**src/hw/rtl/decimal_digit_multiplier_macros.svh**
```systemverilog
// assertion macros shared by the decimal digit multiplier rtl
// depends on nothing; included by files that hold concurrent checks
`ifndef DECIMAL_DIGIT_MULTIPLIER_MACROS_SVH
`define DECIMAL_DIGIT_MULTIPLIER_MACROS_SVH

// same-cycle implication
`define DDM_ASSERT_NOW(label, clk, rst_n, cond, prop) \
    label: assert property (@(posedge clk) disable iff (!rst_n) (cond) |-> (prop)) \
        else $error("%m: same-cycle check failed");

// next-cycle implication
`define DDM_ASSERT_NEXT(label, clk, rst_n, cond, prop) \
    label: assert property (@(posedge clk) disable iff (!rst_n) (cond) |=> (prop)) \
        else $error("%m: next-cycle check failed");

`endif

```
**src/hw/rtl/ddm_pkg.sv**
```systemverilog
// shared types and constants of the decimal digit multiplier
// depends on nothing
`timescale 1ns / 1ps

package ddm_pkg;

    localparam int IN_W        = 31;
    localparam int BIT_W       = $clog2(IN_W);
    localparam int DIGIT_W     = 4;
    localparam int RADIX       = 10;
    localparam int MAX_OUT     = 20;
    localparam int OUT_IDX_W   = $clog2(MAX_OUT);
    localparam int RECIP_MUL   = 52429;
    localparam int RECIP_SHIFT = 19;
    localparam int RECIP_W     = 16;
    localparam int S_TDATA_W   = 64;
    localparam int M_TDATA_W   = 8;

    typedef logic [DIGIT_W-1:0] digit_t;

    typedef struct packed {
        logic acc_clr;
        logic mac_en;
        logic resolve;
    } col_ctrl_t;

    typedef struct packed {
        digit_t digit;
        logic   nonzero;
    } col_stat_t;

endpackage

```
**src/hw/rtl/decimal_digit_multiplier.sv**
```systemverilog
// top level of the decimal digit multiplier: sequencer, digit buffers, output register
// depends on ddm_pkg, ddm_bin2bcd, ddm_col_unit and decimal_digit_multiplier_macros.svh
`timescale 1ns / 1ps
//
// Usage
//   slave channel s_*: one transaction carries both operands; s_tready is high only
//   while the block is idle. master channel m_*: one transaction per product digit,
//   most significant first, leading zeros stripped, m_tlast on the final digit; a zero
//   product gives a single 0 with m_tlast.
//   Sequence (D = OPERAND_DIGITS): bit-serial bcd conversion of both operands, then
//   accumulation of the D*D digit products through the one shared multiplier,
//   interleaved with the resolve of each of the 2*D+2 columns; the sequencer then
//   enters the emit state and loads the first digit into the output register, and
//   further digits follow one per cycle while m_tready is high.
//   A new operand pair is taken only once the final digit has been loaded.
//   The final digit sits in the output register while the next operand pair is taken.
//   A stall on m_tready freezes digit emission; nothing is dropped.
//   Reset (rst_n low, asynchronous) returns the sequencer to idle and clears m_tvalid.
//
`include "decimal_digit_multiplier_macros.svh"

module decimal_digit_multiplier
    import ddm_pkg::*;
#(
    parameter int OPERAND_DIGITS = 10
)
(
    input  logic                 clk,
    input  logic                 rst_n,
    input  logic                 s_tvalid,
    output logic                 s_tready,
    // [30:0] multiplicand, [61:31] multiplier, [63:62] zero
    input  logic [S_TDATA_W-1:0] s_tdata,
    output logic                 m_tvalid,
    input  logic                 m_tready,
    // [3:0] digit, [7:4] zero
    output logic [M_TDATA_W-1:0] m_tdata,
    output logic                 m_tlast
);

    localparam int D       = OPERAND_DIGITS;
    localparam int COLS    = 2 * D + 2;
    localparam int K_W     = $clog2(COLS);
    localparam int IDX_W   = (D > 1) ? $clog2(D) : 1;
    localparam int ACC_RAW = $clog2(90 * D + 1);
    localparam int ACC_W   = (ACC_RAW < 2 * DIGIT_W) ? 2 * DIGIT_W : ACC_RAW;

    localparam logic [2:0] ST_IDLE = 3'd0;
    localparam logic [2:0] ST_CONV = 3'd1;
    localparam logic [2:0] ST_MAC  = 3'd2;
    localparam logic [2:0] ST_RES  = 3'd3;
    localparam logic [2:0] ST_EMIT = 3'd4;

    logic [2:0]           state_reg, state_next;
    logic [BIT_W-1:0]     bit_cnt_reg, bit_cnt_next;
    logic [K_W-1:0]       k_reg, k_next;
    logic [K_W-1:0]       i_reg, i_next;
    logic [OUT_IDX_W-1:0] top_reg, top_next;
    logic                 hi_nz_reg, hi_nz_next;
    logic [OUT_IDX_W-1:0] idx_reg, idx_next;
    logic                 m_tvalid_reg, m_tvalid_next;
    digit_t               m_digit_reg;
    logic                 m_last_reg;
    digit_t               res_reg [MAX_OUT];

    logic                 accept;
    logic                 emit_load;
    logic                 res_wr;
    logic                 k_low;
    logic [K_W-1:0]       k_inc;
    logic [K_W-1:0]       j_idx;
    logic [OUT_IDX_W-1:0] top_upd;
    logic                 hi_nz_upd;
    logic [OUT_IDX_W-1:0] top_final;

    logic [D*DIGIT_W-1:0] bcd_a;
    logic [D*DIGIT_W-1:0] bcd_b;
    digit_t               a_digit;
    digit_t               b_digit;
    col_ctrl_t            col_ctrl;
    col_stat_t            col_stat;

    function automatic logic [K_W-1:0] col_lo(input logic [K_W-1:0] k);
        return (k > K_W'(D - 1)) ? k - K_W'(D - 1) : '0;
    endfunction

    function automatic logic [K_W-1:0] col_hi(input logic [K_W-1:0] k);
        return (k < K_W'(D)) ? k : K_W'(D - 1);
    endfunction

    function automatic logic col_has_terms(input logic [K_W-1:0] k);
        return k <= K_W'(2 * D - 2);
    endfunction

    assign accept    = s_tvalid && s_tready;
    assign s_tready  = (state_reg == ST_IDLE);
    assign emit_load = (state_reg == ST_EMIT) && (!m_tvalid_reg || m_tready);

    ddm_bin2bcd #(.DIGITS(D)) u_conv_a
    (
        .clk   (clk),
        .load  (accept),
        .shift (state_reg == ST_CONV),
        .value (s_tdata[IN_W-1:0]),
        .bcd   (bcd_a)
    );

    ddm_bin2bcd #(.DIGITS(D)) u_conv_b
    (
        .clk   (clk),
        .load  (accept),
        .shift (state_reg == ST_CONV),
        .value (s_tdata[2*IN_W-1:IN_W]),
        .bcd   (bcd_b)
    );

    assign j_idx   = k_reg - i_reg;
    assign a_digit = bcd_a[i_reg[IDX_W-1:0]*DIGIT_W +: DIGIT_W];
    assign b_digit = bcd_b[j_idx[IDX_W-1:0]*DIGIT_W +: DIGIT_W];

    assign col_ctrl.acc_clr = accept;
    assign col_ctrl.mac_en  = (state_reg == ST_MAC);
    assign col_ctrl.resolve = (state_reg == ST_RES);

    ddm_col_unit #(.ACC_W(ACC_W)) u_col
    (
        .clk     (clk),
        .ctrl    (col_ctrl),
        .a_digit (a_digit),
        .b_digit (b_digit),
        .stat    (col_stat)
    );

    // columns past the output limit only feed the leading-digit clamp
    assign k_low     = (int'(k_reg) < MAX_OUT);
    assign res_wr    = (state_reg == ST_RES) && k_low;
    assign top_upd   = (col_stat.nonzero && k_low) ? OUT_IDX_W'(k_reg) : top_reg;
    assign hi_nz_upd = hi_nz_reg | (col_stat.nonzero && !k_low);
    assign top_final = hi_nz_upd ? OUT_IDX_W'(MAX_OUT - 1) : top_upd;
    assign k_inc     = k_reg + K_W'(1);

    always_comb
    begin
        state_next    = state_reg;
        bit_cnt_next  = bit_cnt_reg;
        k_next        = k_reg;
        i_next        = i_reg;
        top_next      = top_reg;
        hi_nz_next    = hi_nz_reg;
        idx_next      = idx_reg;
        m_tvalid_next = (m_tvalid_reg && m_tready) ? 1'b0 : m_tvalid_reg;

        unique case (state_reg)
            ST_IDLE:
            begin
                if (accept)
                begin
                    state_next   = ST_CONV;
                    bit_cnt_next = '0;
                    top_next     = '0;
                    hi_nz_next   = 1'b0;
                end
            end
            ST_CONV:
            begin
                bit_cnt_next = bit_cnt_reg + BIT_W'(1);
                if (bit_cnt_reg == BIT_W'(IN_W - 1))
                begin
                    state_next = ST_MAC;
                    k_next     = '0;
                    i_next     = '0;
                end
            end
            ST_MAC:
            begin
                if (i_reg == col_hi(k_reg))
                    state_next = ST_RES;
                else
                    i_next = i_reg + K_W'(1);
            end
            ST_RES:
            begin
                top_next   = top_upd;
                hi_nz_next = hi_nz_upd;
                if (k_reg == K_W'(COLS - 1))
                begin
                    state_next = ST_EMIT;
                    idx_next   = top_final;
                end
                else
                begin
                    k_next = k_inc;
                    i_next = col_lo(k_inc);
                    state_next = col_has_terms(k_inc) ? ST_MAC : ST_RES;
                end
            end
            ST_EMIT:
            begin
                if (emit_load)
                begin
                    m_tvalid_next = 1'b1;
                    if (idx_reg == '0)
                        state_next = ST_IDLE;
                    else
                        idx_next = idx_reg - OUT_IDX_W'(1);
                end
            end
            default:
            begin
                state_next = ST_IDLE;
            end
        endcase
    end

    always_ff @(posedge clk or negedge rst_n)
    begin
        if (!rst_n)
        begin
            state_reg    <= ST_IDLE;
            bit_cnt_reg  <= '0;
            k_reg        <= '0;
            i_reg        <= '0;
            top_reg      <= '0;
            hi_nz_reg    <= 1'b0;
            idx_reg      <= '0;
            m_tvalid_reg <= 1'b0;
        end
        else
        begin
            state_reg    <= state_next;
            bit_cnt_reg  <= bit_cnt_next;
            k_reg        <= k_next;
            i_reg        <= i_next;
            top_reg      <= top_next;
            hi_nz_reg    <= hi_nz_next;
            idx_reg      <= idx_next;
            m_tvalid_reg <= m_tvalid_next;
        end
    end

    always_ff @(posedge clk)
    begin
        if (res_wr)
            res_reg[OUT_IDX_W'(k_reg)] <= col_stat.digit;
        if (emit_load)
        begin
            m_digit_reg <= res_reg[idx_reg];
            m_last_reg  <= (idx_reg == '0);
        end
    end

    assign m_tvalid = m_tvalid_reg;
    assign m_tdata  = {{(M_TDATA_W-DIGIT_W){1'b0}}, m_digit_reg};
    assign m_tlast  = m_last_reg;

    `DDM_ASSERT_NEXT(a_accept_starts_conv, clk, rst_n, accept, state_reg == ST_CONV)
    `DDM_ASSERT_NEXT(a_stall_holds_emit, clk, rst_n,
        (state_reg == ST_EMIT) && m_tvalid_reg && !m_tready,
        (state_reg == ST_EMIT) && $stable(idx_reg))
    `DDM_ASSERT_NOW(a_resolved_digit_decimal, clk, rst_n, state_reg == ST_RES,
        col_stat.digit <= 4'd9)

endmodule

```
**src/hw/rtl/ddm_bin2bcd.sv**
```systemverilog
// shift-and-add-3 binary to bcd converter, one input bit per cycle while shift is high
// depends on ddm_pkg
`timescale 1ns / 1ps

module ddm_bin2bcd
    import ddm_pkg::*;
#(
    parameter int DIGITS = 10
)
(
    input  logic                        clk,
    input  logic                        load,
    input  logic                        shift,
    input  logic [IN_W-1:0]             value,
    output logic [DIGITS*DIGIT_W-1:0]   bcd
);

    logic [IN_W-1:0]           bin_reg;
    logic [IN_W-1:0]           bin_next;
    logic [DIGITS*DIGIT_W-1:0] bcd_reg;
    logic [DIGITS*DIGIT_W-1:0] bcd_next;
    logic [DIGITS*DIGIT_W-1:0] adj;

    always_comb
    begin
        for (int d = 0; d < DIGITS; d++)
        begin
            if (bcd_reg[d*DIGIT_W +: DIGIT_W] >= 4'd5)
                adj[d*DIGIT_W +: DIGIT_W] = bcd_reg[d*DIGIT_W +: DIGIT_W] + 4'd3;
            else
                adj[d*DIGIT_W +: DIGIT_W] = bcd_reg[d*DIGIT_W +: DIGIT_W];
        end
    end

    always_comb
    begin
        bin_next = bin_reg;
        bcd_next = bcd_reg;
        if (load)
        begin
            bin_next = value;
            bcd_next = '0;
        end
        else if (shift)
        begin
            bin_next = {bin_reg[IN_W-2:0], 1'b0};
            // carry out of the top digit falls off: value modulo 10^DIGITS
            bcd_next = {adj[DIGITS*DIGIT_W-2:0], bin_reg[IN_W-1]};
        end
    end

    always_ff @(posedge clk)
    begin
        bin_reg <= bin_next;
        bcd_reg <= bcd_next;
    end

    assign bcd = bcd_reg;

endmodule

```
**src/hw/rtl/ddm_col_unit.sv**
```systemverilog
// shared digit multiply-accumulate and decimal carry resolve unit
// depends on ddm_pkg
`timescale 1ns / 1ps

module ddm_col_unit
    import ddm_pkg::*;
#(
    parameter int ACC_W = 11
)
(
    input  logic      clk,
    input  col_ctrl_t ctrl,
    input  digit_t    a_digit,
    input  digit_t    b_digit,
    output col_stat_t stat
);

    logic [ACC_W-1:0]         acc_reg;
    logic [ACC_W-1:0]         acc_next;
    logic [ACC_W-1:0]         carry_reg;
    logic [ACC_W-1:0]         carry_next;
    logic [2*DIGIT_W-1:0]     prod;
    logic [ACC_W-1:0]         col_sum;
    logic [ACC_W+RECIP_W-1:0] q_mul;
    logic [ACC_W-1:0]         quot;
    logic [ACC_W-1:0]         rem;

    assign prod    = {{DIGIT_W{1'b0}}, a_digit} * {{DIGIT_W{1'b0}}, b_digit};
    assign col_sum = acc_reg + carry_reg;

    // divide by ten through the reciprocal, exact far beyond the column range
    assign q_mul = {{RECIP_W{1'b0}}, col_sum} * (ACC_W+RECIP_W)'(RECIP_MUL);
    assign quot  = ACC_W'(q_mul >> RECIP_SHIFT);
    assign rem   = col_sum - ((quot << 3) + (quot << 1));

    always_comb
    begin
        acc_next   = acc_reg;
        carry_next = carry_reg;
        priority if (ctrl.acc_clr)
        begin
            acc_next   = '0;
            carry_next = '0;
        end
        else if (ctrl.mac_en)
        begin
            acc_next = acc_reg + ACC_W'(prod);
        end
        else if (ctrl.resolve)
        begin
            acc_next   = '0;
            carry_next = quot;
        end
    end

    always_ff @(posedge clk)
    begin
        acc_reg   <= acc_next;
        carry_reg <= carry_next;
    end

    assign stat.digit   = rem[DIGIT_W-1:0];
    assign stat.nonzero = (rem != '0);

endmodule

```
**config.mk**
```make
export PLATFORM = sky130hd
export DESIGN_NAME = decimal_digit_multiplier
export DESIGN_NICKNAME = d
export VERILOG_FILES = /design/src/hw/rtl/ddm_pkg.sv /design/src/hw/rtl/decimal_digit_multiplier.sv /design/src/hw/rtl/ddm_bin2bcd.sv /design/src/hw/rtl/ddm_col_unit.sv
export VERILOG_INCLUDE_DIRS = /design/src /design/src/hw/rtl
export SDC_FILE = /design/constraint.sdc
export NUM_CORES = 1
export LEC_CHECK = 0
export ABC_AREA = 1
export BUFFER_PORTS_ARGS = -buffer_cell sky130_fd_sc_hd__buf_2
export CAP_MARGIN = 20
export CORE_MARGIN = 3
export CORE_UTILIZATION = 37
export DETAILED_ROUTE_END_ITERATION = 10
export GPL_ROUTABILITY_DRIVEN = 0
export SYNTH_ARGS = -nofsm -noshare
export SYNTH_HDL_FRONTEND = slang
export SYNTH_SLANG_ARGS = --single-unit
```
**constraint.sdc**
```tcl
create_clock -name clk -period 19.3 [get_ports clk]
set_input_delay 3.86 -clock clk [delete_from_list [all_inputs] [get_ports clk]]
set_output_delay 3.86 -clock clk [all_outputs]
set_load 0.005 [all_outputs]
```
# After elaboration in Yosys (flattened, before gate mapping)
# Memory sizes are Yosys's and may differ from the RTL's. A register that Yosys moved wholly into a read port is not among the register bits.
# Cells that the tools add are included.
[op_classes]
n_addsub = 30
n_mul = 2
div_mod_pow = 0
order_cmp = 24
eq_ne = 16
shift = 2
mux = 58
bitwise = 2
reduce_logical = 26
[ops]
columns = ["cell", "count"]
rows = [
  ["31-bit two-way mux", 4],
  ["4-bit by 3-bit >= comparator with 1-bit output (second input constant)", 20],
  ["40-bit by 7-bit variable part select with 4-bit output", 2],
  ["4-bit by 2-bit adder with 4-bit output (second input constant)", 18],
  ["4-bit two-way mux", 18],
  ["5-bit two-way mux", 12],
  ["5-bit case mux with 2 select lines", 4],
  ["10-bit by 16-bit multiplier with 26-bit output (second input constant)", 1],
  ["3-bit two-way mux", 8],
  ["10-bit by 8-bit adder with 10-bit output", 2],
  ["10-bit two-way mux", 2],
  ["5-bit by 1-bit adder with 5-bit output (second input constant)", 3],
  ["3-bit case mux with 5 select lines", 1],
  ["5-bit case mux with 3 select lines", 1],
  ["2-bit nonzero test", 6],
  ["10-bit by 7-bit adder with 10-bit output", 1],
  ["5-bit equality test (second input constant)", 2],
  ["2-bit != test (second input constant)", 5],
  ["10-bit nonzero test", 1],
  ["10-bit subtractor", 1],
  ["4-bit by 4-bit multiplier with 8-bit output", 1],
  ["2-bit by 1-bit != test with 1-bit output (second input constant)", 4],
  ["4-bit AND reduction", 2],
  ["1-bit two-way mux", 7],
  ["24 further kinds", 34],
]
[totals]
ff_bits = 190
latch_bits = 0
mem_bits_rw = 80
rom_bits = 0
elab_cells = 176
n_memories = 1
[memory_table]
columns = ["name", "depth", "word_bits", "read_ports", "rd_ports_with_merged_regs", "write_ports", "line", "source"]
rows = [
  ["res_reg", 20, 4, 1, 1, 1, "decimal_digit_multiplier.sv:64", "digit_t res_reg [MAX_OUT];"],
]

# Longest topological paths before layout
[logic_depth]
word_depth = 10
ltp_mapped = 53

# Cells and area by module
# From an unflattened synthesis, not the netlist that was laid out.
[unflattened]
cells_unflattened = 2336
area_unflattened_um2 = 18332.6
[by_module_without_submodules]
columns = ["module", "instances", "cells_each", "area_each_um2"]
rows = [
  ["ddm_bin2bcd", 2, 468, 3633.5],
  ["decimal_digit_multiplier", 1, 693, 6193.4],
  ["ddm_col_unit", 1, 707, 4872.2],
]

# Least setup slack after synthesis
# Ideal clock, no wire load.
[synth_path]
path_kind = "register to register"
start = "register u_col.carry_reg[0]"
end = "register idx_reg[4]"
arrival_time_ns = 7.593
required_time_ns = 19.183
slack_ns = 11.590
stages_incl_launch_ff = 46
n_path_buf = 0
cell_sequence = "dfxtp_1 ha_1 fa_1 nand3_1 nand2_1 nand2_1 nand3_1 nand2_2 inv_1 ha_1 inv_1 fa_1 inv_1 fa_1 inv_1 fa_1 inv_1 fa_1 (+10 left out) fa_1 ha_1 inv_1 o21bai_1 nand4_1 o211ai_1 or2_2 nand4_1 nor2_2 nand3_2 nor2_4 nand3_4 nand2_2 nand2_2 nor2_4 nand2_1 nand2_1 nand2_1"
[synth_via]
elab_chain_len = 10
elab_cells_between_ends = 12
[synth_rtl]
columns = ["element", "line", "source"]
rows = [
  ["start: declaration", "ddm_col_unit.sv:20", "logic [ACC_W-1:0] carry_reg;"],
  ["start signal: assignment", "ddm_col_unit.sv:59", "carry_reg <= carry_next;"],
  ["10-bit by 7-bit adder with 10-bit output (*)", "ddm_col_unit.sv:29", "assign col_sum = acc_reg + carry_reg;"],
  ["10-bit by 16-bit multiplier with 26-bit output", "ddm_col_unit.sv:32", "assign q_mul = {{RECIP_W{1'b0}}, col_sum} * (ACC_W+RECIP_W)'(RECIP_MUL);"],
  ["10-bit by 8-bit adder with 10-bit output", "ddm_col_unit.sv:34", "assign rem = col_sum - ((quot << 3) + (quot << 1));"],
  ["10-bit subtractor (*)", "ddm_col_unit.sv:34", ""],
  ["10-bit nonzero test (*)", "ddm_col_unit.sv:63", "assign stat.nonzero = (rem != '0);"],
  ["1-bit logical AND (on tied branches)", "decimal_digit_multiplier.sv:137, decimal_digit_multiplier.sv:138", ""],
  ["5-bit two-way mux or 1-bit OR (tied branches)", "decimal_digit_multiplier.sv:137, decimal_digit_multiplier.sv:138", ""],
  ["5-bit two-way mux (*)", "decimal_digit_multiplier.sv:139", "assign top_final = hi_nz_upd ? OUT_IDX_W'(MAX_OUT - 1) : top_upd;"],
  ["5-bit two-way mux (*)", "decimal_digit_multiplier.sv:185", "if (k_reg == K_W'(COLS - 1))"],
  ["5-bit case mux with 2 select lines (*)", "decimal_digit_multiplier.sv:153", "unique case (state_reg)"],
  ["end signal: assignment", "decimal_digit_multiplier.sv:236", "idx_reg <= idx_next;"],
  ["end: declaration", "decimal_digit_multiplier.sv:60", "logic [OUT_IDX_W-1:0] idx_reg, idx_next;"],
]
# Every way passes the cells marked *; elsewhere a longest branch is shown, timed or not. The select of a mux whose other input is x is not followed.
# A chain may end at the register's enable or synchronous reset.

# Worst setup path after layout
[layout_path]
start = "register u_col.acc_reg[0]"
end = "register idx_reg[4]"
[layout_via]
elab_chain_len = 10
elab_cells_between_ends = 12
[layout_rtl]
columns = ["element", "line", "source"]
rows = [
  ["start: declaration", "ddm_col_unit.sv:18", "logic [ACC_W-1:0] acc_reg;"],
  ["start signal: assignment", "ddm_col_unit.sv:58", "acc_reg <= acc_next;"],
  ["10-bit by 7-bit adder with 10-bit output (*)", "ddm_col_unit.sv:29", ""],
  ["10-bit by 16-bit multiplier with 26-bit output", "ddm_col_unit.sv:32", ""],
  ["10-bit by 8-bit adder with 10-bit output", "ddm_col_unit.sv:34", ""],
  ["10-bit subtractor (*)", "ddm_col_unit.sv:34", ""],
  ["10-bit nonzero test (*)", "ddm_col_unit.sv:63", ""],
  ["1-bit logical AND (on tied branches)", "decimal_digit_multiplier.sv:137, decimal_digit_multiplier.sv:138", ""],
  ["5-bit two-way mux or 1-bit OR (tied branches)", "decimal_digit_multiplier.sv:137, decimal_digit_multiplier.sv:138", ""],
  ["5-bit two-way mux (*)", "decimal_digit_multiplier.sv:139", ""],
  ["5-bit two-way mux (*)", "decimal_digit_multiplier.sv:185", ""],
  ["5-bit case mux with 2 select lines (*)", "decimal_digit_multiplier.sv:153", ""],
]
# Marked as above.

==> results by group <==
Drt
  – Initial DRC Count: roughly 1000
  – Vias per cell: ~5.1
  – DR pass1 iterations: 5
  – Final wirelength: ~41 mm
  – Total number of vias: around 14000
  – Routed Antenna Nets: 0
  – DRC: 0
  – Drt wl/cell: roughly 14 microns

Finish
  – Final Cell Area: between 15000 and 20000 sq um
  – Nets: about 2500
  – Flip-flop count of the largest register after layout: 80
  – Diode count: 0
  – Share of layout cells above drive strength 1: around 8.0%
  – Filler instances: between 4000 and 5000
  – Area of the multi-input gates: between 9000 and 10000 sq um
  – Final Non-Filler Cells: between 2000 and 3000
  – Layout-stage area growth over the synthesis result: 10.8%
  – Sequential cell area: just over 7000 sq um

Clock network
  – Post-CTS Setup Inserts: 0
  – CTS tree: done
  – # clock sinks: roughly 270
  – PostCTS Resize Cnt: 0
  – Total CTS buffers: 31
  – CTS clock-pin slew for the worst setup and hold paths: about 0.06 ns
  – CTS root buf: clkbuf_16
  – # hold bufs at CTS: 0
  – H-Tree Depth: 1
  – CTS Buffer Depth: 3
  – Worst-Skew Late Latency: 0.57 ns

Global routing
  – First-pass GRT wire length: slightly below 70 mm
  – Number of global-route vias before repair: 14000
  – Pin count of the biggest net entering global routing: 90
  – Gr usage total: between 10% and 20%
  – Antenna violations before repair: 1
  – GRT Residual Overflow: 0

Logic synthesis
  – Area leader, netlist: edfxtp_1
  – Gate Count Post-Synth: between 2000 and 2500
  – Main synth FF type: edfxtp_1
  – Unique masters post-synth: 57
  – Post-synthesis register bit count: roughly 270
  – Sequential-to-total area share from yosys stat: between 30% and 40%
  – Mean post-synth cell area: 8.15 sq um
  – Synth area leaders: edfxtp_1 (25%), dfxtp_1 (11%), ha_1 (11%), nand2_1 (9.9%), inv_1 (7.1%)
  – Share of the synthesized area in the top cell type: 24.8%
  – Number of synthesized flops with an enable pin: 147
  – Ys async rst share: between 10% and 20%
  – Post-synthesis cell area: 17800 sq um
  – Yosys warning count: 0

STA
  – Max Slew Vio Count: 0
  – Setup TNS: 0 ns
  – Worst-Margin Slew: around 1 ns
  – Final Hold Violating Endpoints: 0
  – Skew final: 0.0137 ns
  – Final Setup Violations: 0
  – Period utilization: between 40 and 50%
  – Max Fclk: around 110 MHz
  – Setup repair after global routing missed its margin: no
  – Slew HR: between 30% and 40%
  – Min Tclk post-route: between 8 and 9 ns

Critical path
  – CP max stage delay: roughly 0.64 ns
  – Endpoint type of the worst setup path: flop
  – Most used cell, CP: fa_1
  – CP Data Arrival Time: approximately 9.4 ns
  – Crit path kind: reg2reg
  – R2r worst-path depth: 41
  – Worst setup SP type: flop
  – CP Max Fanout: 8
  – Worst Path Required: between 15 and 20 ns
  – Crit-path slowest cell: xor2_1

Place
  – Cell Area, Placed: approximately 19000 sq um
  – Post-DP HPWL: just under 30 mm
  – PortBufs: 72
  – Placed Cells: 2798

Min path
  – Hold crit path type: reg2reg
  – Hold depth: 2

Floorplanning
  – I/O Pins: between 70 and 80
  – Die width: around 230 microns
  – Rows: slightly below 80
  – Core area: ~47000 sq um
  – Initial Utilization: between 30% and 40%
  – Die Area: 50700 sq um
  – Die height: about 230 microns

Power
  – Max IR drop VDD: 0.000188 V
  – PD cells: around 200 nW/um^2
  – Total Power: roughly 3800 uW
  – Lkg Pwr: roughly 0.009 uW

Outcome
  – Status: finished clean

Flow run
  – MaxCap Viol Count: 0
[layer usage]
layer | GRT usage (%) | part of all wire, % | wire length, microns | vias up
li1 | - | - | - | 7286
met1 | 22.7 | 48 | 19700 | 6782
met2 | 26.7 | 45 | 18600 | 311
met3 | 2.38 | 5.0 | 2050 | 61
met4 | 4.12 | 2.3 | 946 | 2
met5 | 0 | 0.032 | 13 | -
[metrics by stage]
| stage | utilization [%] | worst slack [ns] | hold WS (ns) |
|---|---|---|---|
| finish | 42.0 | 10.38 | 0.486 |
| CTS | 41.9 | 10.30 | 0.486 |
| global route | 42.0 | 9.62 | 0.507 |
| detailed placement | 39.8 | 10.36 | 0.477 |
| floorplan | - | 11.59 | 0.452 |
| global placement | 39.8 | 10.31 | 0.466 |
[final timing paths]
kind | startpoint | end | slack [ns]
max in group asynchronous | rst_n | i_reg[3] | 15.45
max reg2reg | u_col.acc_reg[0] | idx_reg[4] | 10.38
min reg2reg | u_conv_a.bcd[11] | u_conv_a.bcd[11] | 0.49
min | u_conv_a.bcd[11] | u_conv_a.bcd[11] | 0.49
min in group asynchronous | rst_n | m_tvalid | 3.36
max | u_col.acc_reg[0] | idx_reg[4] | 10.38
[cells in the mapped netlist, drive strengths merged (4+ instances only)]
master   instances
a21boi           4
a21oi          142
a2bb2oi          4
a32oi            7
buf              7
clkbuf          68
dfrtp           30
dfxtp           97
edfxtp         147
fa              44
ha             153
inv            340
nand2          486
nand3           77
nand4           15
nor2           212
nor3            14
o211ai          17
o21a             7
o21ai          181
o21bai           6
o221ai           7
o22ai           15
o311ai          23
o32ai           10
or2              5
xnor2            4
xor2            29
[final cells by class]
class,instances,share of cell area [%]
timing repair buffer,83,2.35
clock buffer,34,4.00
clock inverter,23,0.934
multi-input combinational,1493,46.3
sequential,274,36.1
tap,607,3.86
inverter,342,6.52
[cell usage in the layout (no fill, tap or decap), types with 13 or more instances in the layout]
master | synthesis | layout
nand2_1 | 471 | 470
inv_1 | 336 | 335
nor2_1 | 205 | 204
o21ai_0 | 178 | 178
ha_1 | 153 | 153
edfxtp_1 | 147 | 147
a21oi_1 | 140 | 140
dfxtp_1 | 97 | 97
buf_2 | 0 | 72
nand3_1 | 69 | 69
fa_1 | 44 | 44
clkbuf_16 | 0 | 31
dfrtp_1 | 30 | 30
xor2_1 | 29 | 29
o311ai_0 | 23 | 23
o211ai_1 | 17 | 17
nand4_1 | 15 | 15
o22ai_1 | 15 | 15
nand2_2 | 13 | 13
nor3_1 | 13 | 13
[critical path: cells and delay by family, from the launching register on]
kind | cells | cell delay, ns
AOI/OAI and AO/OA | 5 | 0.94
xor gates and xnor gates | 2 | 1.17
adders and majority gates | 10 | 4.15
buffers and inverters | 5 | 0.33
DFF | 1 | 0.33
and+or+nand+nor | 19 | 1.88
[cells by family after synthesis]
family	Yosys count	synth area share [%]
AOI/OAI and AO/OA	443	14.6
xor gates and xnor gates	33	1.63
muxes	2	0.113
and+or+nand+nor	814	19.0
adders and majority gates	197	15.7
DFF	274	40.0
other	1	0.0211
buffers and inverters	417	8.89
[power breakdown]
group	switching (uW)	internal, uW
clock	245	321
sequential	123	950
combinational	1460	749
total	1820	2020
Power figures use the tool's default switching activity.
